File: src/design/slcfr_pkg.sv
// slcfr_pkg: shared types and constants for the sync/length/checksum frame receiver.
// No dependencies; used by every module in design/ except slcfr_ram.
package slcfr_pkg;

	localparam int MAX_PAYLOAD_DEF = 16;
	localparam int BYTE_W          = 8;
	localparam int TICK_W          = 16;
	localparam int POS_W           = 4;
	localparam int STAT_W          = 2;
	localparam int CFG_IDX_W       = 2;
	localparam int CFG_DATA_W      = 16;

	localparam logic [CFG_IDX_W-1:0] CFG_FIRST_SYNC  = 2'd0;
	localparam logic [CFG_IDX_W-1:0] CFG_SECOND_SYNC = 2'd1;
	localparam logic [CFG_IDX_W-1:0] CFG_SUM_SEED    = 2'd2;
	localparam logic [CFG_IDX_W-1:0] CFG_TIMEOUT     = 2'd3;

	localparam logic [BYTE_W-1:0] RST_FIRST_SYNC  = 8'hA3;
	localparam logic [BYTE_W-1:0] RST_SECOND_SYNC = 8'hFA;
	localparam logic [BYTE_W-1:0] RST_SUM_SEED    = 8'h9D;
	localparam logic [TICK_W-1:0] RST_TIMEOUT     = 16'd360;

	localparam logic OP_BYTE = 1'b0;
	localparam logic OP_TICK = 1'b1;

	localparam logic [STAT_W-1:0] ST_GOOD     = 2'd0;
	localparam logic [STAT_W-1:0] ST_MISMATCH = 2'd1;
	localparam logic [STAT_W-1:0] ST_EMPTY    = 2'd2;

	typedef enum logic [2:0] {
		PH_SYNC0,
		PH_SYNC1,
		PH_LEN,
		PH_DATA,
		PH_CHECK
	} phase_t;

	typedef struct packed {
		logic [BYTE_W-1:0] first_sync;
		logic [BYTE_W-1:0] second_sync;
		logic [BYTE_W-1:0] sum_seed;
		logic [TICK_W-1:0] timeout_ticks;
	} cfg_t;

	// parser -> drain: one-cycle command at the checksum beat
	typedef struct packed {
		logic              start_run;
		logic              single;
		logic [STAT_W-1:0] status;
		logic [BYTE_W-1:0] count;
	} cmd_t;

	// drain -> parser
	typedef struct packed {
		logic busy;
		logic out_free;
	} drain_stat_t;

endpackage

File: src/design/slcfr_ram.sv
// slcfr_ram: generic single-write, single-read RAM with registered read data.
// No dependencies.
module slcfr_ram #(
	parameter int WIDTH = 8,
	parameter int DEPTH = 16,
	localparam int AW = (DEPTH > 1) ? $clog2(DEPTH) : 1
) (
	input  logic             clk,
	input  logic             we,
	input  logic [AW-1:0]    waddr,
	input  logic [WIDTH-1:0] wdata,
	input  logic             re,
	input  logic [AW-1:0]    raddr,
	output logic [WIDTH-1:0] rdata
);

	logic [WIDTH-1:0] mem [DEPTH];
	logic [WIDTH-1:0] rdata_q;

	always_ff @(posedge clk) begin
		if (we) begin
			mem[waddr] <= wdata;
		end
		if (re) begin
			rdata_q <= mem[raddr];
		end
	end

	assign rdata = rdata_q;

endmodule

File: src/design/slcfr_parser.sv
// slcfr_parser: frame hunt state machine, tick timer, checksum and payload store writes.
// Depends on slcfr_pkg; issues run commands to slcfr_drain.
module slcfr_parser import slcfr_pkg::*; #(
	parameter int MAX_PAYLOAD = MAX_PAYLOAD_DEF,
	localparam int AW = (MAX_PAYLOAD > 1) ? $clog2(MAX_PAYLOAD) : 1
) (
	input  logic              clk,
	input  logic              arst_n,
	input  logic              in_valid,
	output logic              in_ready,
	input  logic              operation,
	input  logic [BYTE_W-1:0] rx_byte,
	input  cfg_t              cfg,
	input  drain_stat_t       dstat,
	output logic              ram_we,
	output logic [AW-1:0]     ram_waddr,
	output logic [BYTE_W-1:0] ram_wdata,
	output cmd_t              cmd
);

	localparam logic [BYTE_W-1:0] MAX_LEN = BYTE_W'(MAX_PAYLOAD);

	phase_t            phase_q, phase_d, eff_phase;
	logic [BYTE_W-1:0] bytes_left_q;
	logic [AW-1:0]     widx_q;
	logic [BYTE_W-1:0] frame_len_q;
	logic [BYTE_W-1:0] sum_q;
	logic [TICK_W-1:0] elapsed_q;
	logic              accept, is_byte, timed_out, sum_ok;

	assign in_ready  = !dstat.busy && (phase_q != PH_CHECK || dstat.out_free);
	assign accept    = in_valid && in_ready;
	assign is_byte   = accept && (operation == OP_BYTE);
	assign timed_out = (phase_q != PH_SYNC0) && (elapsed_q > cfg.timeout_ticks);
	assign eff_phase = timed_out ? PH_SYNC0 : phase_q;
	assign sum_ok    = BYTE_W'(cfg.sum_seed + sum_q) == rx_byte;

	// next state
	always_comb begin
		phase_d = phase_q;
		if (is_byte) begin
			unique case (eff_phase)
				PH_SYNC0: phase_d = (rx_byte == cfg.first_sync) ? PH_SYNC1 : PH_SYNC0;
				PH_SYNC1: phase_d = (rx_byte == cfg.second_sync) ? PH_LEN : PH_SYNC0;
				PH_LEN: begin
					if (rx_byte > MAX_LEN) begin
						phase_d = PH_SYNC0;
					end else if (rx_byte == '0) begin
						phase_d = PH_CHECK;
					end else begin
						phase_d = PH_DATA;
					end
				end
				PH_DATA:  phase_d = (bytes_left_q <= BYTE_W'(1)) ? PH_CHECK : PH_DATA;
				PH_CHECK: phase_d = PH_SYNC0;
				default:  phase_d = PH_SYNC0;
			endcase
		end
	end

	// outputs
	always_comb begin
		ram_we    = 1'b0;
		ram_waddr = widx_q;
		ram_wdata = rx_byte;
		cmd       = '0;
		if (is_byte) begin
			unique case (eff_phase)
				PH_DATA: ram_we = 1'b1;
				PH_CHECK: begin
					if (!sum_ok) begin
						cmd.single = 1'b1;
						cmd.status = ST_MISMATCH;
					end else if (frame_len_q == '0) begin
						cmd.single = 1'b1;
						cmd.status = ST_EMPTY;
					end else begin
						cmd.start_run = 1'b1;
						cmd.status    = ST_GOOD;
						cmd.count     = frame_len_q;
					end
				end
				default: ;
			endcase
		end
	end

	always_ff @(posedge clk or negedge arst_n) begin
		if (!arst_n) begin
			phase_q      <= PH_SYNC0;
			bytes_left_q <= '0;
			widx_q       <= '0;
			frame_len_q  <= '0;
			sum_q        <= '0;
			elapsed_q    <= '0;
		end else begin
			phase_q <= phase_d;
			if (accept && operation == OP_TICK) begin
				if (elapsed_q != '1) begin
					elapsed_q <= elapsed_q + 1'b1;
				end
			end
			if (is_byte) begin
				if (timed_out) begin
					bytes_left_q <= '0;
					widx_q       <= '0;
				end
				unique case (eff_phase)
					PH_SYNC0: begin
						if (rx_byte == cfg.first_sync) begin
							elapsed_q <= '0;
						end
					end
					PH_LEN: begin
						if (rx_byte > MAX_LEN) begin
							bytes_left_q <= '0;
						end else begin
							frame_len_q  <= rx_byte;
							bytes_left_q <= rx_byte;
							sum_q        <= rx_byte;
						end
						widx_q <= '0;
					end
					PH_DATA: begin
						widx_q <= widx_q + 1'b1;
						sum_q  <= sum_q + rx_byte;
						if (bytes_left_q != '0) begin
							bytes_left_q <= bytes_left_q - 1'b1;
						end
					end
					PH_CHECK: begin
						bytes_left_q <= '0;
						widx_q       <= '0;
					end
					default: ;
				endcase
			end
		end
	end

	a_no_accept_busy: assert property (@(posedge clk) disable iff (!arst_n)
		dstat.busy |-> !accept)
		else $error("input beat accepted during drain");

	a_len_bound: assert property (@(posedge clk) disable iff (!arst_n)
		frame_len_q <= MAX_LEN)
		else $error("frame length above maximum");

	a_store_write: assert property (@(posedge clk) disable iff (!arst_n)
		ram_we |-> (phase_q == PH_DATA) && (bytes_left_q != '0))
		else $error("payload write outside data phase");

endmodule

File: src/design/slcfr_drain.sv
// slcfr_drain: reads the payload store and drives the result register.
// Depends on slcfr_pkg; reads through slcfr_ram.
module slcfr_drain import slcfr_pkg::*; #(
	parameter int MAX_PAYLOAD = MAX_PAYLOAD_DEF,
	localparam int AW = (MAX_PAYLOAD > 1) ? $clog2(MAX_PAYLOAD) : 1
) (
	input  logic              clk,
	input  logic              arst_n,
	input  cmd_t              cmd,
	output drain_stat_t       dstat,
	output logic              ram_re,
	output logic [AW-1:0]     ram_raddr,
	input  logic [BYTE_W-1:0] ram_rdata,
	output logic              out_valid,
	input  logic              out_ready,
	output logic [BYTE_W-1:0] data,
	output logic [POS_W-1:0]  position,
	output logic              last,
	output logic [STAT_W-1:0] status
);

	logic              issuing_q, s1_valid_q;
	logic [BYTE_W-1:0] rd_idx_q, cnt_q, rd_next;
	logic [BYTE_W-1:0] pos_s1;
	logic              last_s1;
	logic              out_valid_q, last_q;
	logic [BYTE_W-1:0] data_q;
	logic [POS_W-1:0]  pos_q;
	logic [STAT_W-1:0] status_q;
	logic              out_free, s1_move, issue;

	assign out_free   = !out_valid_q || out_ready;
	assign s1_move    = s1_valid_q && out_free;
	assign issue      = issuing_q && (!s1_valid_q || s1_move);
	assign rd_next    = rd_idx_q + 1'b1;
	assign ram_re     = issue;
	assign ram_raddr  = rd_idx_q[AW-1:0];
	assign dstat.busy     = issuing_q || s1_valid_q;
	assign dstat.out_free = out_free;

	always_ff @(posedge clk or negedge arst_n) begin
		if (!arst_n) begin
			issuing_q   <= 1'b0;
			s1_valid_q  <= 1'b0;
			rd_idx_q    <= '0;
			cnt_q       <= '0;
			out_valid_q <= 1'b0;
		end else begin
			if (cmd.start_run) begin
				issuing_q <= 1'b1;
				rd_idx_q  <= '0;
				cnt_q     <= cmd.count;
			end else if (issue) begin
				rd_idx_q <= rd_next;
				if (rd_next == cnt_q) begin
					issuing_q <= 1'b0;
				end
			end
			if (issue) begin
				s1_valid_q <= 1'b1;
			end else if (s1_move) begin
				s1_valid_q <= 1'b0;
			end
			if (cmd.single || s1_move) begin
				out_valid_q <= 1'b1;
			end else if (out_ready) begin
				out_valid_q <= 1'b0;
			end
		end
	end

	always_ff @(posedge clk) begin
		if (issue) begin
			pos_s1  <= rd_idx_q;
			last_s1 <= (rd_next == cnt_q);
		end
		if (cmd.single) begin
			data_q   <= '0;
			pos_q    <= '0;
			last_q   <= 1'b1;
			status_q <= cmd.status;
		end else if (s1_move) begin
			data_q   <= ram_rdata;
			pos_q    <= POS_W'(pos_s1);
			last_q   <= last_s1;
			status_q <= ST_GOOD;
		end
	end

	assign out_valid = out_valid_q;
	assign data      = data_q;
	assign position  = pos_q;
	assign last      = last_q;
	assign status    = status_q;

	a_single_idle: assert property (@(posedge clk) disable iff (!arst_n)
		cmd.single |-> !issuing_q && !s1_valid_q && out_free)
		else $error("status result while drain active or output full");

	a_read_bound: assert property (@(posedge clk) disable iff (!arst_n)
		issue |-> rd_idx_q < cnt_q)
		else $error("store read past frame length");

	a_start_idle: assert property (@(posedge clk) disable iff (!arst_n)
		cmd.start_run |-> !issuing_q && !s1_valid_q)
		else $error("run started while previous run active");

endmodule

File: src/design/sync_length_checksum_frame_receiver.sv
// sync_length_checksum_frame_receiver: top level, configuration registers and wiring.
// Depends on slcfr_pkg, slcfr_ram, slcfr_parser, slcfr_drain.
//
//  channel | handshake             | payload
//  --------+-----------------------+-------------------------------------
//  in      | in_valid / in_ready   | operation, rx_byte
//  out     | out_valid / out_ready | data, position, last, status
//  cfg     | cfg_we                | cfg_index, cfg_data
//
// Bytes and ticks are accepted while in_ready is high; a status result reaches the output
// register the cycle after its checksum beat. A good frame of N bytes drains one result
// a cycle from the payload RAM, via its registered read data, to the output register, with
// in_ready low until the last result is in the output register. Output stalls hold
// the drain and a checksum beat. Reset is asynchronous; the payload RAM needs no clearing.
module sync_length_checksum_frame_receiver import slcfr_pkg::*; #(
	parameter int MAX_PAYLOAD = MAX_PAYLOAD_DEF
) (
	input  logic                  clk,
	input  logic                  arst_n,
	input  logic                  in_valid,
	output logic                  in_ready,
	input  logic                  operation,
	input  logic [BYTE_W-1:0]     rx_byte,
	output logic                  out_valid,
	input  logic                  out_ready,
	output logic [BYTE_W-1:0]     data,
	output logic [POS_W-1:0]      position,
	output logic                  last,
	output logic [STAT_W-1:0]     status,
	input  logic                  cfg_we,
	input  logic [CFG_IDX_W-1:0]  cfg_index,
	input  logic [CFG_DATA_W-1:0] cfg_data
);

	localparam int AW = (MAX_PAYLOAD > 1) ? $clog2(MAX_PAYLOAD) : 1;

	cfg_t              cfg_q;
	drain_stat_t       dstat;
	cmd_t              cmd;
	logic              ram_we, ram_re;
	logic [AW-1:0]     ram_waddr, ram_raddr;
	logic [BYTE_W-1:0] ram_wdata, ram_rdata;

	always_ff @(posedge clk or negedge arst_n) begin
		if (!arst_n) begin
			cfg_q.first_sync    <= RST_FIRST_SYNC;
			cfg_q.second_sync   <= RST_SECOND_SYNC;
			cfg_q.sum_seed      <= RST_SUM_SEED;
			cfg_q.timeout_ticks <= RST_TIMEOUT;
		end else if (cfg_we) begin
			unique case (cfg_index)
				CFG_FIRST_SYNC:  cfg_q.first_sync    <= cfg_data[BYTE_W-1:0];
				CFG_SECOND_SYNC: cfg_q.second_sync   <= cfg_data[BYTE_W-1:0];
				CFG_SUM_SEED:    cfg_q.sum_seed      <= cfg_data[BYTE_W-1:0];
				CFG_TIMEOUT:     cfg_q.timeout_ticks <= cfg_data[TICK_W-1:0];
				default: ;
			endcase
		end
	end

	slcfr_parser #(.MAX_PAYLOAD(MAX_PAYLOAD)) u_parser (
		.clk       (clk),
		.arst_n    (arst_n),
		.in_valid  (in_valid),
		.in_ready  (in_ready),
		.operation (operation),
		.rx_byte   (rx_byte),
		.cfg       (cfg_q),
		.dstat     (dstat),
		.ram_we    (ram_we),
		.ram_waddr (ram_waddr),
		.ram_wdata (ram_wdata),
		.cmd       (cmd)
	);

	slcfr_ram #(.WIDTH(BYTE_W), .DEPTH(MAX_PAYLOAD)) u_ram (
		.clk   (clk),
		.we    (ram_we),
		.waddr (ram_waddr),
		.wdata (ram_wdata),
		.re    (ram_re),
		.raddr (ram_raddr),
		.rdata (ram_rdata)
	);

	slcfr_drain #(.MAX_PAYLOAD(MAX_PAYLOAD)) u_drain (
		.clk       (clk),
		.arst_n    (arst_n),
		.cmd       (cmd),
		.dstat     (dstat),
		.ram_re    (ram_re),
		.ram_raddr (ram_raddr),
		.ram_rdata (ram_rdata),
		.out_valid (out_valid),
		.out_ready (out_ready),
		.data      (data),
		.position  (position),
		.last      (last),
		.status    (status)
	);

endmodule
File: config.mk
export PLATFORM = sky130hd
export DESIGN_NAME = sync_length_checksum_frame_receiver
export DESIGN_NICKNAME = d
export VERILOG_FILES = /design/src/design/slcfr_pkg.sv /design/src/design/slcfr_ram.sv /design/src/design/slcfr_parser.sv /design/src/design/slcfr_drain.sv /design/src/design/sync_length_checksum_frame_receiver.sv
export SDC_FILE = /design/constraint.sdc
export NUM_CORES = 1
export LEC_CHECK = 0
export BUFFER_PORTS_ARGS = -buffer_cell sky130_fd_sc_hd__buf_2
export CAP_MARGIN = 20
export CORE_MARGIN = 2
export CORE_UTILIZATION = 28
export DETAILED_ROUTE_END_ITERATION = 12
export GPL_ROUTABILITY_DRIVEN = 1
export PLACE_DENSITY = 0.55
export SYNTH_ARGS = -nofsm -noshare
export SYNTH_HDL_FRONTEND = slang
export SYNTH_SLANG_ARGS = --single-unit
export TNS_END_PERCENT = 1
File: constraint.sdc
create_clock -name clk -period 3.6 [get_ports clk]
set_input_delay 0.36 -clock clk [delete_from_list [all_inputs] [get_ports clk]]
set_output_delay 0.36 -clock clk [all_outputs]
set_load 0.1 [all_outputs]
* Word level (Yosys, flattened, before mapping)
Memory sizes are Yosys's and may differ from the RTL's. A register that Yosys moved wholly into a read port is not among the register bits.
Index checks and enable logic that the tools add are counted.
** Operators by class
- Add/subtract/negate cells :: 6
- Eq/ne operators :: 14
- Reduce and logical (&&, ||, !) cells :: 37
- Multiplexer cells :: 44
- $lt $le $gt $ge :: 3
- Bitwise operators :: 2
** Operators with widths (count)
- 16-bit two-way mux :: 5
- 8-bit two-way mux :: 8
- 8-bit equality test :: 4
- 12-bit two-way mux :: 2
- 8-bit case mux with 3 select lines :: 1
- 16-bit by 1-bit adder with 16-bit output (second input constant) :: 1
- 8-bit adder :: 2
- 16-bit greater-than comparator :: 1
- 8-bit logical NOT :: 2
- 16-bit != test (second input constant) :: 1
- 8-bit case mux with 2 select lines :: 1
- 1-bit two-way mux :: 15
- 3-bit two-way mux :: 5
- 3-bit case mux with 4 select lines :: 1
- 2-bit AND reduction :: 6
- 2-bit nonzero test :: 6
- 8-bit by 1-bit adder with 8-bit output (second input constant) :: 1
- 8-bit by 5-bit greater-than comparator with 1-bit output (second input constant) :: 1
- 8-bit by 1-bit less-or-equal comparator with 1-bit output (second input constant) :: 1
- 2-bit two-way mux :: 4
- 4-bit case mux with 2 select lines :: 1
- 8-bit nonzero test :: 1
- 8-bit by 1-bit subtractor with 8-bit output (second input constant) :: 1
- 1-bit logical AND :: 7
- other kinds (17) :: 28
** Storage, ports and cells
- Logic and storage cells :: 128
- Output and inout port bits :: 17
- Memory bits (writable) :: 128
- Flip-flop bits (word level) :: 126
- Bits of input ports :: 32
- Memories :: 1
** Memory list
- u_ram.mem :: words 16, bits a word 8, read ports 1, clocked after memory_dff 1, write ports 1, RTL line slcfr_ram.sv:17 : logic [WIDTH-1:0] mem [DEPTH];

* Logic depth before layout (Yosys ltp)
Gate-level depths: netlist of run 1.
- Word-level depth :: 10
- Depth in mapped cells :: 11
- Depth with buffers taken out :: 10

* By module
From an unflattened synthesis of run 1, not the netlist that was laid out.
** Second synthesis, totals
- Cell total of the unflattened synthesis :: 940
- Area, all modules :: 12492.0 µm²
** By module, submodules not included
- slcfr_ram :: cells an instance 229, area each 5227.5 µm², seq. area each 4083.9 µm², instances 1
- slcfr_parser :: cells an instance 455, area each 4008.8 µm², seq. area each 1176.1 µm², instances 1
- slcfr_drain :: cells an instance 171, area each 1717.9 µm², seq. area each 945.9 µm², instances 1
- sync_length_checksum_frame_receiver :: cells an instance 85, area each 1537.7 µm², seq. area each 1024.7 µm², instances 1

* Least setup slack after synthesis of run 1
Ideal clock, no wire load.
- Path type :: reg2reg
- Start :: register u_drain.out_valid_q, in the netlist u_drain.out_valid
- End :: memory u_ram.mem[15][0], enable pin
- Path slack :: 0.226 ns
- Setup time :: 0.395 ns
- Data required time :: 3.205 ns
- Path buffers :: 1
- Period minus slack after synthesis :: 3.374 ns
- Arrival :: 2.979 ns
- Cell stages (with the launch flop) :: 7
- Path through :: dfrtp_1 -> nor2b_1 -> a211o_1 -> nor3b_4 -> nand3_1 -> buf_2 -> nor4_1
** On the way
- Longest elaborated chain between the ends :: 9
** RTL lines
- start, declared :: RTL line slcfr_drain.sv:26 : logic out_valid_q, last_q;
- start signal, assigned :: RTL line slcfr_drain.sv:47 : out_valid_q <= 1'b0;
- start signal, assigned :: RTL line slcfr_drain.sv:65 : out_valid_q <= 1'b1;
- start signal, assigned :: RTL line slcfr_drain.sv:67 : out_valid_q <= 1'b0;
- 1-bit logical NOT :: RTL line slcfr_drain.sv:32 : assign out_free = !out_valid_q || out_ready;
- 1-bit logical OR :: RTL line slcfr_drain.sv:32
- 1-bit logical OR :: RTL line slcfr_parser.sv:31 : assign in_ready = !dstat.busy && (phase_q != PH_CHECK || dstat.out_free);
- 1-bit logical AND :: RTL line slcfr_parser.sv:31
- 1-bit logical AND :: RTL line slcfr_parser.sv:32 : assign accept = in_valid && in_ready;
- 1-bit logical AND :: RTL line slcfr_parser.sv:33 : assign is_byte = accept && (operation == OP_BYTE);
- 1-bit two-way mux :: RTL line slcfr_parser.sv:67 : if (is_byte) begin
- 1-bit two-way mux :: RTL line slcfr_ram.sv:21 : if (we) begin
- 1-bit two-way mux (not written as such) :: RTL line slcfr_ram.sv:22 : mem[waddr] <= wdata;
- end, declared :: RTL line slcfr_ram.sv:17
Every way passes these cells.

* Final worst setup path of run 1
- Start :: register u_parser.elapsed_q[13]
- End :: memory u_ram.mem[12][5], enable pin
** On the way
- Longest elaborated chain between the ends :: 8
** RTL lines
- start, declared :: RTL line slcfr_parser.sv:28 : logic [TICK_W-1:0] elapsed_q;
- start signal, assigned :: RTL line slcfr_parser.sv:100 : elapsed_q <= elapsed_q + 1'b1;
- 16-bit greater-than comparator :: RTL line slcfr_parser.sv:34 : assign timed_out = (phase_q != PH_SYNC0) && (elapsed_q > cfg.timeout_ticks);
- 1-bit logical AND :: RTL line slcfr_parser.sv:34
- 3-bit two-way mux :: RTL line slcfr_parser.sv:35 : assign eff_phase = timed_out ? PH_SYNC0 : phase_q;
- 3-bit by 2-bit equality test with 1-bit output :: RTL line slcfr_parser.sv:68 : unique case (eff_phase)
- 1-bit two-way mux :: RTL line slcfr_parser.sv:68
- 1-bit two-way mux :: RTL line slcfr_parser.sv:67
- 1-bit two-way mux :: RTL line slcfr_ram.sv:21
- 1-bit two-way mux (not written as such) :: RTL line slcfr_ram.sv:22
Every way passes these cells.

==> impl_table.tex, run 1 <==
\begin{tabular}{lr}
\hline
Metric & Value \\
\hline
\multicolumn{2}{l}{\textbf{Clocking}} \\
\quad CTS tree & yes \\
\quad Clock Tree Buf Depth & 3 \\
\quad Setup Buffers After CTS & 0 \\
\quad H-Tree Depth & 1 \\
\quad Latest clock arrival within the worst-skew pair & 570 ps \\
\quad Cts bufs inserted & 28 \\
\quad Clock-pin slew on the worst setup and hold paths & roughly 60 ps \\
\quad Clock sink count & 262 \\
\quad Clock root buffer master & clkbuf\_16 \\
\multicolumn{2}{l}{\textbf{Yosys}} \\
\quad Mean instance size in the synthesized netlist & 12.8 um2 \\
\quad Number of enable flip-flop cells after synthesis & 143 \\
\quad Post-synthesis sequential element count & between 200 and 300 \\
\quad Net Count, Synth & 1049 \\
\quad Combinational family with the most area after synthesis & simple AND/OR/NAND/NOR gates \\
\quad Count of yosys warnings during synthesis & 0 \\
\quad Area share of fa/ha/maj cells after synthesis & around 4.2\% \\
\quad Syn Inst Count & 976 \\
\quad Synth Area in Compound Gates & 7.73\% \\
\quad Fraction of registers with async set/reset & 40.5\% \\
\quad Yosys cell types & 78 \\
\quad Post-synth design cell area & between 10000 and 15000 um2 \\
\quad Xor-xnor portion of the synthesized cell area & approximately 4.3\% \\
\quad Most frequently used flop master after synthesis & edfxtp\_1 \\
\quad Multiplexer fraction of the synthesized cell area & a little over a tenth \\
\quad Proportion of synthesized chip area in sequential cells & 57.9\% \\
\quad Synthesized-area fraction occupied by and/or/nand/nor cells & 12.3\% \\
\multicolumn{2}{l}{\textbf{Global routing}} \\
\quad Number of global-route vias before repair & 7795 \\
\quad Layer with the highest usage after global routing & met2 \\
\quad GRT Util Overall & 12.5\% \\
\quad M1 GR Usage & 17.3\% \\
\quad GR met3 Demand/Resource & a little over 2\% \\
\quad Wire length of the first global-routing pass & 45.8 mm \\
\quad Gr ovfl total & 0 \\
\quad Met2 Track Usage GR & 20.7\% \\
\quad Initial antenna violation count & 0 \\
\quad Maximum number of pins on one net before global-route repair & 65 \\
\multicolumn{2}{l}{\textbf{STA}} \\
\quad Unrepaired setup endpoints after global routing & false \\
\quad Max Transition Viols Final & 0 \\
\quad Clock skew after layout & 18.1 ps \\
\quad Number of hold-slack violations in the final timing report & 0 \\
\quad Upper clock frequency limit & 301 MHz \\
\quad Number of failing setup endpoints in the final timing report & 0 \\
\quad Max-slew headroom at the worst pin & 39.7\% \\
\quad Crit path time final & 3320 ps \\
\quad Final sum of negative setup slack & 0 ps \\
\quad Worst-case hold slack & 36.8 ps \\
\quad Final clock period utilization by the worst path & 92.2\% \\
\quad Transition time of the tightest slew-check pin & 905 ps \\
\multicolumn{2}{l}{\textbf{Place}} \\
\quad Gpl congestion & 0.822 \\
\quad Buffers added on ports & 48 \\
\quad Half-perimeter wire length after placement & 19.8 mm \\
\quad Number of placed instances with taps included & around 1600 \\
\multicolumn{2}{l}{\textbf{Layout}} \\
\quad Final Non-Filler Cells & 1657 \\
\quad Proportion of layout cells with a drive suffix above 1 & 22.3\% \\
\quad Number of nets in the finished design & 1116 \\
\quad Final Util & 33.0\% \\
\quad Growth of design area from synthesis to finish & 16.7\% \\
\quad Highest-count cells in the layout ignoring fill and taps & edfxtp\_1, dfrtp\_1, nand2\_1 \\
\quad Most frequent standard cell in the layout excluding fill and tap cells & edfxtp\_1 \\
\quad Ant. Diodes & 0 \\
\multicolumn{2}{l}{\textbf{Routing}} \\
\quad Residual DRC count & 0 \\
\quad Detailed Route Iter0 Violations & just over 600 \\
\quad Aggregate routed wire length & 28.5 mm \\
\quad Via count normalized by instance count & 4.73 \\
\quad Wire length per cell after detailed routing & between 15 and 20 um \\
\quad DR vias & 7832 \\
\quad Routed Antenna Nets & 0 \\
\quad Pre-Repair DR Iteration Count & 5 \\
\multicolumn{2}{l}{\textbf{Floorplanning}} \\
\quad Floorplan die height & about 220 um \\
\quad I/O pin total & between 40 and 50 \\
\quad Placeable core region & 44100 um2 \\
\quad Die area & 46300 um2 \\
\quad Num rows & 77 \\
\quad Effective utilization at floorplan & 28.3\% \\
\quad Die width & approximately 220 um \\
\multicolumn{2}{l}{\textbf{Min path}} \\
\quad Worst min-delay path class & in -> reg \\
\quad Launch point of the worst hold path & cfg\_data[9] \\
\multicolumn{2}{l}{\textbf{Pwr}} \\
\quad Worst supply voltage drop on vdd & around 0.00033 V \\
\quad Leakage component of the power & around 5.5 nW \\
\quad Total power divided by cell area & 598 nW/um2 \\
\multicolumn{2}{l}{\textbf{Critical path}} \\
\quad Maximum fanout along the worst path & 8 \\
\quad Depth of the worst register-to-register path & 8 \\
\quad List of cells traversed by the critical path & ha\_1 > nand4\_2 > nor3\_1 > or4\_1 > o31ai\_2 > nand3\_1 > nor3\_1 > and2\_1 \\
\quad Arrival time worst endpoint & 3540 ps \\
\quad Critical path start-end classification & reg -> reg \\
\quad Launching point of the worst reg2reg path & u\_parser.elapsed\_q[13] \\
\quad Crit. Startpoint & u\_parser.elapsed\_q[13] \\
\quad Highest cell delay on the worst timing path & 550 ps \\
\quad Cell mode on critical path & nor3\_1 \\
\quad Element type at the critical path end & flip-flop \\
\quad Data required time at the worst endpoint & 3820 ps \\
\quad Worst flop-to-flop path endpoint & u\_ram.mem[12][5] \\
\quad Flop2flop setup slack & 280 ps \\
\quad Slowest-stage cell, CP & or4\_1 \\
\quad CP endpoint & u\_ram.mem[12][5] \\
\quad Nature of the critical path startpoint & flip-flop \\
\multicolumn{2}{l}{\textbf{Run}} \\
\quad Max-cap check violation count & 0 \\
\multicolumn{2}{l}{\textbf{Run status}} \\
\quad Run status & finished, final reports clean \\
\hline
\end{tabular}
[kinds of logic after synthesis]
logic type               count (synthesis)
adder cells (fa/ha/maj)                 41
flip-flops                             262
AND/OR/NAND/NOR                        283
AO/OA/AOI/OAI                          143
XOR/XNOR                                61
multiplexers                           108
buffers and inverters                   78
[worst min path at each step]
stage	to	slack [ps]	cells after the start
CTS	cfg_q[9]	10	2
floorplan	cfg_q[0]	60	0
finish	cfg_q[9]	40	2
global placement	u_drain.out_valid	420	1
global route	cfg_q[8]	20	2
detailed placement	u_drain.out_valid	420	1
[flip-flops by register name, summed over array words and instances (netlist names), 2 cells and up]
signal,flops
u_drain.cnt_q,8
u_parser.frame_len_q,8
u_ram.mem,128
u_drain.status,2
u_drain.data,8
u_parser.bytes_left_q,8
u_parser.ram_waddr,4
u_parser.phase_q,3
u_drain.position,4
u_parser.elapsed_q,16
u_parser.sum_q,8
u_ram.rdata,8
u_drain.rd_idx_q,8
u_drain.pos_s1,4
cfg_q,40
[power breakdown]
part	internal (W)	switching, W	leakage [nW]
sequential	0.00342	0.000222	2.73
clock	0.00200	0.00125	0.516
combinational	0.000756	0.00106	2.31
[worst max-delay path: cells and delay by family, from the launching register on]
kind	cells	cell delay, ps
DFF	1	460
adders and majority gates	1	340
and+or+nand+nor	6	1890
AOI/OAI and AO/OA	1	290
[per-layer routing]
metal  routed length, um  vias to the layer above
met5                   0                        -
met4                 375                        0
met3                1180                       28
met2               13800                      172
met1               13200                     3890
li1                    -                     3742
[Yosys cell counts (4+ instances only)]
| master | number | area, um2 |
|---|---|---|
| and3_1 | 8 | 50.1 |
| nor4_1 | 15 | 93.8 |
| a21o_1 | 4 | 30.0 |
| nand2_1 | 84 | 315 |
| a211oi_1 | 5 | 37.5 |
| and4_1 | 4 | 35.0 |
| nor2_1 | 55 | 206 |
| dfxtp_1 | 13 | 260 |
| inv_1 | 39 | 146 |
| a31oi_1 | 4 | 25.0 |
| xor2_1 | 34 | 298 |
| mux4_2 | 16 | 360 |
| and2_1 | 14 | 87.6 |
| ha_1 | 39 | 488 |
| a21oi_1 | 45 | 225 |
| o21ai_0 | 26 | 130 |
| nand3_1 | 23 | 115 |
| nor2b_1 | 9 | 56.3 |
| nand4_1 | 16 | 100 |
| dfstp_2 | 19 | 499 |
| or3_1 | 5 | 31.3 |
| clkbuf_1 | 25 | 93.8 |
| xnor2_1 | 27 | 236 |
| nor3_1 | 17 | 85.1 |
| a22oi_1 | 8 | 60.1 |
| mux2_2 | 52 | 586 |
| dfrtp_1 | 87 | 2180 |
| buf_2 | 5 | 25.0 |
| mux2i_1 | 40 | 400 |
| edfxtp_1 | 143 | 4290 |
| nand2b_1 | 6 | 37.5 |
| o31ai_1 | 4 | 30.0 |
| a221oi_1 | 9 | 78.8 |
[stage by stage]
step / area (um2) / power (W) / setup slack [ps]
finish: 14600 / 0.00871 / 281
global route: 14600 / 0.00917 / 0.281
CTS: 14600 / 0.00879 / 242
detailed placement: 13500 / 0.00551 / 254
global placement: 13500 / 0.00549 / 270
floorplan: 12500 / 0.00506 / 226
[cell type report]
cell class,count,area [um2]
Timing Repair Buffer,76,468
Inverter,39,146
Sequential cell,262,7230
Tap cell,592,741
Multi-Input combinational cell,636,4910
Fill cell,4412,29600
Clock inverter,18,284
Clock buffer,34,786
[what timing repair did]
item / CTS / global route
endpoints found under the hold margin: 42 / 0
endpoints found under the setup margin: 0 / 8
hold buffers: 1 / 0
resized for setup: 0 / 1
(Power assumes the default switching activity.)
==> inputs of run 2 (changes only) <==
--- a/config.mk
+++ b/config.mk
@@ -10,6 +10,6 @@
 export CORE_MARGIN = 2
-export CORE_UTILIZATION = 28
+export CORE_UTILIZATION = 40
 export DETAILED_ROUTE_END_ITERATION = 12
 export GPL_ROUTABILITY_DRIVEN = 1
-export PLACE_DENSITY = 0.55
+export PLACE_DENSITY = 0.69
 export SYNTH_ARGS = -nofsm -noshare
--- a/constraint.sdc
+++ b/constraint.sdc
@@ -3,2 +3,2 @@
 set_output_delay 0.36 -clock clk [all_outputs]
-set_load 0.1 [all_outputs]
+set_load 0.005 [all_outputs]
==> run 2 against run 1 <==
Effect of this change:
- cell area shrank 2.9%
- fmax shrank 1.0%
- worst setup slack lost 34 ps
- hold slack gained 9.0 ps
- total power shrank 6.5%
- wire length shrank 6.2%
- count of clock-buffer cells in the layout grew 1
- sequential power is essentially flat
- flip-flop and latch count is the same
- largest cell class unchanged
- highest routed layer unchanged
==> impl_table.tex, run 2 (same netlist as run 1, synthesis figures left out) <==
\begin{tabular}{lr}
\hline
Metric & Value \\
\hline
\multicolumn{2}{l}{\textbf{Pwr}} \\
\quad Power dissipated by switching net loads & 0.00240 W (-5.1\%) \\
\quad Internal Pwr Total & 0.00574 W (-7.1\%) \\
\quad Combinational cell fraction of total power & 21.5\% (+0.7 points) \\
\quad Share of power burned in registers & 44.9\% (+3.1 points) \\
\quad Fraction of power spent switching nets & 29.5\% (+0.44 points) \\
\quad Worst supply voltage drop on vdd & 0.000443 V (+34\%) \\
\quad Leakage component of the power & 5.47 nW (-1.5\%) \\
\quad Portion of total power attributed to the clock network & 33.7\% (-3.6 points) \\
\quad Total power divided by cell area & 576 nW/um2 (-3.7\%) \\
\multicolumn{2}{l}{\textbf{STA}} \\
\quad Final sum of negative setup slack & 0 ps (unchanged) \\
\quad Unrepaired setup endpoints after global routing & false \\
\quad Transition time of the tightest slew-check pin & 901 ps (-4.02 ps) \\
\quad Number of failing setup endpoints in the final timing report & 0 (unchanged) \\
\quad Max-slew headroom at the worst pin & 40.0\% (+0.27 points) \\
\quad Number of hold-slack violations in the final timing report & 0 (unchanged) \\
\quad Upper clock frequency limit & 298 MHz (-1.0\%) \\
\quad Final clock period utilization by the worst path & 93.2\% (+0.95 points) \\
\quad Max Transition Viols Final & 0 (unchanged) \\
\quad Clock skew after layout & 20.8 ps (+2.66 ps) \\
\quad Crit path time final & 3350 ps (+34.1 ps) \\
\quad Post-route setup slack & 246 ps (-34.1 ps) \\
\multicolumn{2}{l}{\textbf{Routing}} \\
\quad Detailed Route Iter0 Violations & 578 (-6.5\%) \\
\quad Routed Antenna Nets & 0 (unchanged) \\
\quad Pre-Repair DR Iteration Count & 5 (unchanged) \\
\quad Aggregate routed wire length & 26.8 mm (-6.2\%) \\
\quad Wire length per cell after detailed routing & 18.3 um (+6.4\%) \\
\quad DR vias & 7946 (+1.5\%) \\
\quad Residual DRC count & 0 (unchanged) \\
\quad Via count normalized by instance count & 5.44 (+15\%) \\
\multicolumn{2}{l}{\textbf{Clocking}} \\
\quad H-Tree Depth & 1 (unchanged) \\
\quad Clock Tree Buf Depth & 3 (unchanged) \\
\quad Clock-pin slew on the worst setup and hold paths & 60 ps (about the same) \\
\quad Latest clock arrival within the worst-skew pair & 550 ps (-20 ps) \\
\quad Clock sink count & 262 (unchanged) \\
\quad Clock root buffer master & clkbuf\_16 \\
\quad Post-CTS resize count & 0 (unchanged) \\
\quad Setup Buffers After CTS & 0 (unchanged) \\
\quad Cts bufs inserted & 28 (unchanged) \\
\quad CTS tree & yes \\
\multicolumn{2}{l}{\textbf{Critical path}} \\
\quad Critical path start-end classification & reg -> reg \\
\quad Nature of the critical path startpoint & flip-flop \\
\quad Highest cell delay on the worst timing path & 550 ps (about the same) \\
\quad Slowest-stage cell, CP & or4\_4 \\
\quad Data required time at the worst endpoint & 3810 ps (about the same) \\
\quad Arrival time worst endpoint & 3570 ps (+30 ps) \\
\quad Flop2flop setup slack & 250 ps (-30 ps) \\
\quad Critical path buffers and inverters & 1 (+1) \\
\quad Maximum fanout along the worst path & 8 (unchanged) \\
\quad Category of cells accounting for the largest share of critical-path delay & simple AND/OR/NAND/NOR gates \\
\quad List of cells traversed by the critical path & inv\_1 > ha\_1 > nand4\_1 > or4\_4 > o21ba\_1 > o31ai\_2 > nand3\_1 > nor3\_1 > and2\_1 \\
\quad Element type at the critical path end & flip-flop \\
\multicolumn{2}{l}{\textbf{Global routing}} \\
\quad GRT Util Overall & 16.6\% (+4.1 points) \\
\quad Wire length of the first global-routing pass & 43.4 mm (-5.2\%) \\
\quad Initial antenna violation count & 0 (unchanged) \\
\quad Gr ovfl total & 0 (unchanged) \\
\quad Maximum number of pins on one net before global-route repair & 64 (-1.5\%) \\
\quad Number of global-route vias before repair & 7890 (+1.2\%) \\
\multicolumn{2}{l}{\textbf{Layout}} \\
\quad Highest-count cells in the layout ignoring fill and taps & edfxtp\_1, dfrtp\_1, nand2\_1 \\
\quad Most frequent standard cell in the layout excluding fill and tap cells & edfxtp\_1 \\
\quad Max FFs per register & 128 (unchanged) \\
\quad Count of fill cells added during filler insertion & 2746 (-38\%) \\
\quad Largest register by flop count & u\_ram.mem \\
\quad Final non-filler cell area & 14100 um2 (-2.9\%) \\
\quad Final Util & 46.1\% (+13 points) \\
\quad Ant. Diodes & 0 (unchanged) \\
\quad Growth of design area from synthesis to finish & 13.3\% \\
\quad Leading registers by flop count & u\_ram.mem (128), cfg\_q (40), u\_parser.elapsed\_q (16) \\
\quad Number of nets in the finished design & 1116 (unchanged) \\
\quad Proportion of layout cells with a drive suffix above 1 & 21.6\% (-0.75 points) \\
\multicolumn{2}{l}{\textbf{Place}} \\
\quad DP Worst Slack & 195 ps (-59.4 ps) \\
\quad Half-perimeter wire length after placement & 18.6 mm (-5.9\%) \\
\quad Gpl congestion & 0.831 (+1.0\%) \\
\quad Post-Place Cell Area & 13200 um2 (-1.9\%) \\
\quad Buffers added on ports & 48 (unchanged) \\
\multicolumn{2}{l}{\textbf{Run}} \\
\quad Max-cap check violation count & 0 (unchanged) \\
\multicolumn{2}{l}{\textbf{Floorplanning}} \\
\quad Placeable core region & 30700 um2 (-30\%) \\
\quad Die width & 181 um (-16\%) \\
\quad Num rows & 64 (-17\%) \\
\quad Effective utilization at floorplan & 40.7\% (+12 points) \\
\quad Die area & 32600 um2 (-29\%) \\
\quad I/O pin total & 49 (unchanged) \\
\quad Floorplan die height & 181 um (-16\%) \\
\multicolumn{2}{l}{\textbf{Run status}} \\
\quad Run status & finished, final reports clean \\
\multicolumn{2}{l}{\textbf{Min path}} \\
\quad Worst min-delay path class & in -> reg \\
\hline
\end{tabular}
-- run 2: changes by cell type in the layout (fill, tap and decap cells not counted), moves of 2 or more --
cell,before,now
bufinv_16,6,1
clkbuf_1,2,4
clkbuf_16,30,28
clkinv_1,0,5
clkinv_2,3,5
clkinv_4,4,1
-- run 2: final cells by class --
type	instances	area [um2]	share of cell area, %
Clock buffer	35	757	5.35
Clock inverter	17	139	0.982
Inverter	39	146	1.04
Multi-Input combinational cell	636	4910	34.7
Sequential cell	262	7230	51.1
Tap cell	396	495	3.50
Timing Repair Buffer	76	465	3.29
-- run 2: worst paths after layout --
kind,from,end,depth (start not counted)
worst max register to register,cfg_q[5],u_ram.mem[9][2],9
worst min-delay path,cfg_data[11],cfg_q[11],2
worst min register to register,u_drain.position[3],u_drain.position[3],2
min in group asynchronous,arst_n,u_drain.rd_idx_q[5],2
max in group asynchronous,arst_n,cfg_q[8],3
worst max-delay path,cfg_q[5],u_ram.mem[9][2],9
-- run 2: layer usage --
metal / vias up / part of all wire [%] / GRT usage [%]
met1: 3928 / 45 / 22.9
met5: - / 0 / 0
met4: 0 / 2.4 / 4.68
met2: 220 / 48 / 27.5
li1: 3754 / - / -
met3: 44 / 4.4 / 2.08
-- run 2: power by group through the flow --
| stage | clock [W] | sequential [W] | combinational (W) |
|---|---|---|---|
| final | 0.00274 | 0.00365 | 0.00175 |
| after global routing | 0.00293 | 0.00369 | 0.00197 |
| after detailed placement | 0 | 0.00371 | 0.00174 |
| after CTS | 0.00279 | 0.00365 | 0.00176 |
| after global placement | 0 | 0.00370 | 0.00169 |
| after floorplan | 0 | 0.00363 | 0.00138 |
-- run 2: what timing repair did --
action                                 4_1_cts  5_1_grt
endpoints found under the hold margin       43        0
setup endpoints to repair                    0        0
hold buffers                                 1        0
-- run 2: per-stage QoR --
stage | hold slack [ps] | total power (W) | cells
2_1_floorplan | 64.4 | 0.00501 | 976
3_3_place_gp | 440 | 0.00539 | 1407
3_5_place_dp | 445 | 0.00545 | 1407
4_1_cts | 34.1 | 0.00820 | 1460
5_1_grt | 38.9 | 0.00858 | 1461
6_report | 45.8 | 0.00814 | 1461
==> inputs of run 3 (changes only) <==
- CORE_UTILIZATION: 40 -> 45
- PLACE_DENSITY: 0.69 -> 0.74
==> run 3 against run 2 <==
Effect of this change:
- combinational power hardly changed
- count of clock-buffer cells in the layout is 2 lower
- die area is 11% lower
- critical path type unchanged
- largest power group unchanged
- sequential power hardly changed
==> impl_table.tex, run 3 (same netlist as run 1, synthesis figures left out) <==
\begin{tabular}{lr}
\hline
Metric & Value \\
\hline
\multicolumn{2}{l}{\textbf{Floorplanning}} \\
\quad Num rows & 60 (-6.3\%) \\
\quad Floorplan die height & 171 um (-5.6\%) \\
\quad Die area & 29100 um2 (-11\%) \\
\quad I/O pin total & 49 (unchanged) \\
\quad Placeable core region & 27100 um2 (-12\%) \\
\quad Effective utilization at floorplan & 46.0\% (+5.4 points) \\
\quad Die width & 171 um (-5.6\%) \\
\multicolumn{2}{l}{\textbf{STA}} \\
\quad Number of hold-slack violations in the final timing report & 0 (unchanged) \\
\quad Max Transition Viols Final & 0 (unchanged) \\
\quad Number of failing setup endpoints in the final timing report & 0 (unchanged) \\
\quad Crit path time final & 3370 ps (+15.5 ps) \\
\quad Max-slew headroom at the worst pin & 34.9\% (-5.1 points) \\
\quad Final sum of negative setup slack & 0 ps (unchanged) \\
\quad Unrepaired setup endpoints after global routing & false \\
\quad Upper clock frequency limit & 297 MHz (-0.46\%) \\
\quad Transition time of the tightest slew-check pin & 977 ps (+76.3 ps) \\
\quad Final clock period utilization by the worst path & 93.6\% (+0.43 points) \\
\quad Clock skew after layout & 13.7 ps (-7.06 ps) \\
\multicolumn{2}{l}{\textbf{Critical path}} \\
\quad Data required time at the worst endpoint & 3800 ps (about the same) \\
\quad Cell mode on critical path & nor3\_1 \\
\quad Element type at the critical path end & flip-flop \\
\quad Flop2flop setup slack & 230 ps (-20 ps) \\
\quad Critical path buffers and inverters & 1 (unchanged) \\
\quad Category of cells accounting for the largest share of critical-path delay & simple AND/OR/NAND/NOR gates \\
\quad List of cells traversed by the critical path & ha\_1 > nand4\_2 > nor3\_1 > or4\_1 > o31ai\_4 > nand3\_1 > buf\_4 > nor3\_1 > and2\_1 \\
\quad Highest cell delay on the worst timing path & 580 ps (+30 ps) \\
\quad Depth of the worst register-to-register path & 9 (unchanged) \\
\quad Maximum fanout along the worst path & 13 (+5) \\
\quad Arrival time worst endpoint & 3570 ps (about the same) \\
\quad Critical path start-end classification & reg -> reg \\
\quad Slowest-stage cell, CP & or4\_1 \\
\quad Worst flop-to-flop path endpoint & u\_ram.mem[13][7] \\
\quad Launching point of the worst reg2reg path & u\_parser.elapsed\_q[15] \\
\quad Nature of the critical path startpoint & flip-flop \\
\multicolumn{2}{l}{\textbf{Layout}} \\
\quad Proportion of layout cells with a drive suffix above 1 & 21.3\% (-0.26 points) \\
\quad Most frequent standard cell in the layout excluding fill and tap cells & edfxtp\_1 \\
\quad Leading registers by flop count & u\_ram.mem (128), cfg\_q (40), u\_parser.elapsed\_q (16) \\
\quad Number of nets in the finished design & 1111 (-0.45\%) \\
\quad Max FFs per register & 128 (unchanged) \\
\quad Multi-input gate area & 4920 um2 (+0.23\%) \\
\quad Final non-filler cell area & 14100 um2 (-0.49\%) \\
\quad Count of fill cells added during filler insertion & 2305 (-16\%) \\
\quad Growth of design area from synthesis to finish & 12.8\% \\
\quad Highest-count cells in the layout ignoring fill and taps & edfxtp\_1, dfrtp\_1, nand2\_1 \\
\quad Largest register by flop count & u\_ram.mem \\
\quad Ant. Diodes & 0 (unchanged) \\
\quad Register Area & 7230 um2 (unchanged) \\
\multicolumn{2}{l}{\textbf{Pwr}} \\
\quad Leakage component of the power & 5.45 nW (-0.35\%) \\
\quad Power dissipated by switching net loads & 0.00238 W (-0.72\%) \\
\quad Share of power burned in registers & 44.9\% (about the same) \\
\quad Portion of total power attributed to the clock network & 33.7\% (about the same) \\
\quad Fraction of power spent switching nets & 29.3\% (-0.20 points) \\
\quad Worst supply voltage drop on vdd & 0.000420 V (-5.2\%) \\
\quad Combinational cell fraction of total power & 21.4\% (about the same) \\
\quad Internal Pwr Total & 0.00575 W (+0.22\%) \\
\quad Total power divided by cell area & 578 nW/um2 (+0.43\%) \\
\multicolumn{2}{l}{\textbf{Routing}} \\
\quad Routed Antenna Nets & 0 (unchanged) \\
\quad DR vias & 7945 (-0.013\%) \\
\quad Detailed Route Iter0 Violations & 446 (-23\%) \\
\quad Via count normalized by instance count & 5.55 (+2.1\%) \\
\quad Residual DRC count & 0 (unchanged) \\
\quad Wire length per cell after detailed routing & 18.7 um (+1.9\%) \\
\quad Aggregate routed wire length & 26.7 mm (-0.18\%) \\
\quad Pre-Repair DR Iteration Count & 5 (unchanged) \\
\multicolumn{2}{l}{\textbf{Global routing}} \\
\quad Wire length of the first global-routing pass & 42.6 mm (-1.8\%) \\
\quad Initial antenna violation count & 0 (unchanged) \\
\quad Gr ovfl total & 0 (unchanged) \\
\quad GRT Util Overall & 18.8\% (+2.2 points) \\
\quad Maximum number of pins on one net before global-route repair & 56 (-13\%) \\
\quad Number of global-route vias before repair & 7758 (-1.7\%) \\
\multicolumn{2}{l}{\textbf{Clocking}} \\
\quad Cts bufs inserted & 27 (-3.6\%) \\
\quad Clock root buffer master & clkbuf\_16 \\
\quad Clock-pin slew on the worst setup and hold paths & 60 ps (about the same) \\
\quad Clock Tree Buf Depth & 3 (unchanged) \\
\quad H-Tree Depth & 1 (unchanged) \\
\quad Latest clock arrival within the worst-skew pair & 550 ps (about the same) \\
\quad Clock sink count & 262 (unchanged) \\
\quad Setup Buffers After CTS & 0 (unchanged) \\
\quad CTS tree & yes \\
\multicolumn{2}{l}{\textbf{Place}} \\
\quad Buffers added on ports & 48 (unchanged) \\
\quad Gpl congestion & 0.829 (-0.16\%) \\
\quad Half-perimeter wire length after placement & 18.4 mm (-1.2\%) \\
\quad Post-Place Cell Area & 13200 um2 (-0.45\%) \\
\multicolumn{2}{l}{\textbf{Min path}} \\
\quad Number of cells on the worst hold path & 2 (unchanged) \\
\quad Worst Hold End & cfg\_q[12] \\
\quad Worst min-delay path class & in -> reg \\
\quad Launch point of the worst hold path & cfg\_data[12] \\
\multicolumn{2}{l}{\textbf{Run status}} \\
\quad Run status & finished, final reports clean \\
\multicolumn{2}{l}{\textbf{Run}} \\
\quad Max-cap check violation count & 0 (unchanged) \\
\hline
\end{tabular}
run 3: cell types whose count changed in the layout (fill, tap and decap cells not counted), sizes merged:
cell,previous run,this run
clkinv,12,13
buf,75,70
clkinvlp,3,1
clkbuf,35,34
bufinv,1,2
run 3: power groups by stage:
stage	clock network, W	logic [W]	registers (W)
2_1_floorplan	0	0.00138	0.00363
3_3_place_gp	0	0.00168	0.00370
3_5_place_dp	0	0.00173	0.00371
4_1_cts	0.00279	0.00174	0.00365
5_1_grt	0.00291	0.00196	0.00369
6_report	0.00274	0.00174	0.00366
run 3: layout make-up:
class,instances,share of cell area (%)
Sequential cell,262,51.4
Multi-Input combinational cell,636,34.9
Clock buffer,33,5.17
Tap cell,372,3.31
Timing Repair Buffer,72,3.11
Inverter,39,1.04
Clock inverter,17,1.03
run 3: metal layers:
layer / vias to the layer above / GRT usage (%) / share of wire (%)
met3: 42 / 2.59 / 5.0
li1: 3737 / - / -
met4: 0 / 4.05 / 1.9
met5: - / 0 / 0
met1: 3940 / 26.3 / 45
met2: 226 / 31.4 / 48
run 3: what timing repair did:
action	4_1_cts	5_1_grt
hold buffers	1	0
endpoints found under the hold margin	46	0
gates resized for setup	0	3
setup endpoints to repair	0	24
run 3: how the worst max path moves through the flow:
stage,startpoint,end,slack [ps],cells after the start
after floorplan,u_parser.elapsed_q[13],u_ram.mem[15][0],240,8
after global placement,u_parser.elapsed_q[13],u_ram.mem[12][3],270,9
after detailed placement,u_parser.elapsed_q[15],u_ram.mem[14][5],170,9
after CTS,u_parser.elapsed_q[15],u_ram.mem[12][4],120,9
after global routing,u_parser.elapsed_q[13],u_ram.mem[13][6],100,9
final,u_parser.elapsed_q[15],u_ram.mem[13][7],230,9
run 3: stage by stage:
stage	hold WS (ps)	utilization [%]	worst slack, ps	total power (W)	instances
2_1_floorplan	64.4	-	242	0.00501	976
3_3_place_gp	439	48.6	266	0.00538	1379
3_5_place_dp	445	48.6	173	0.00543	1379
4_1_cts	38.2	51.9	121	0.00818	1430
5_1_grt	41.1	51.9	100	0.00856	1431
6_report	46.9	51.9	231	0.00814	1431
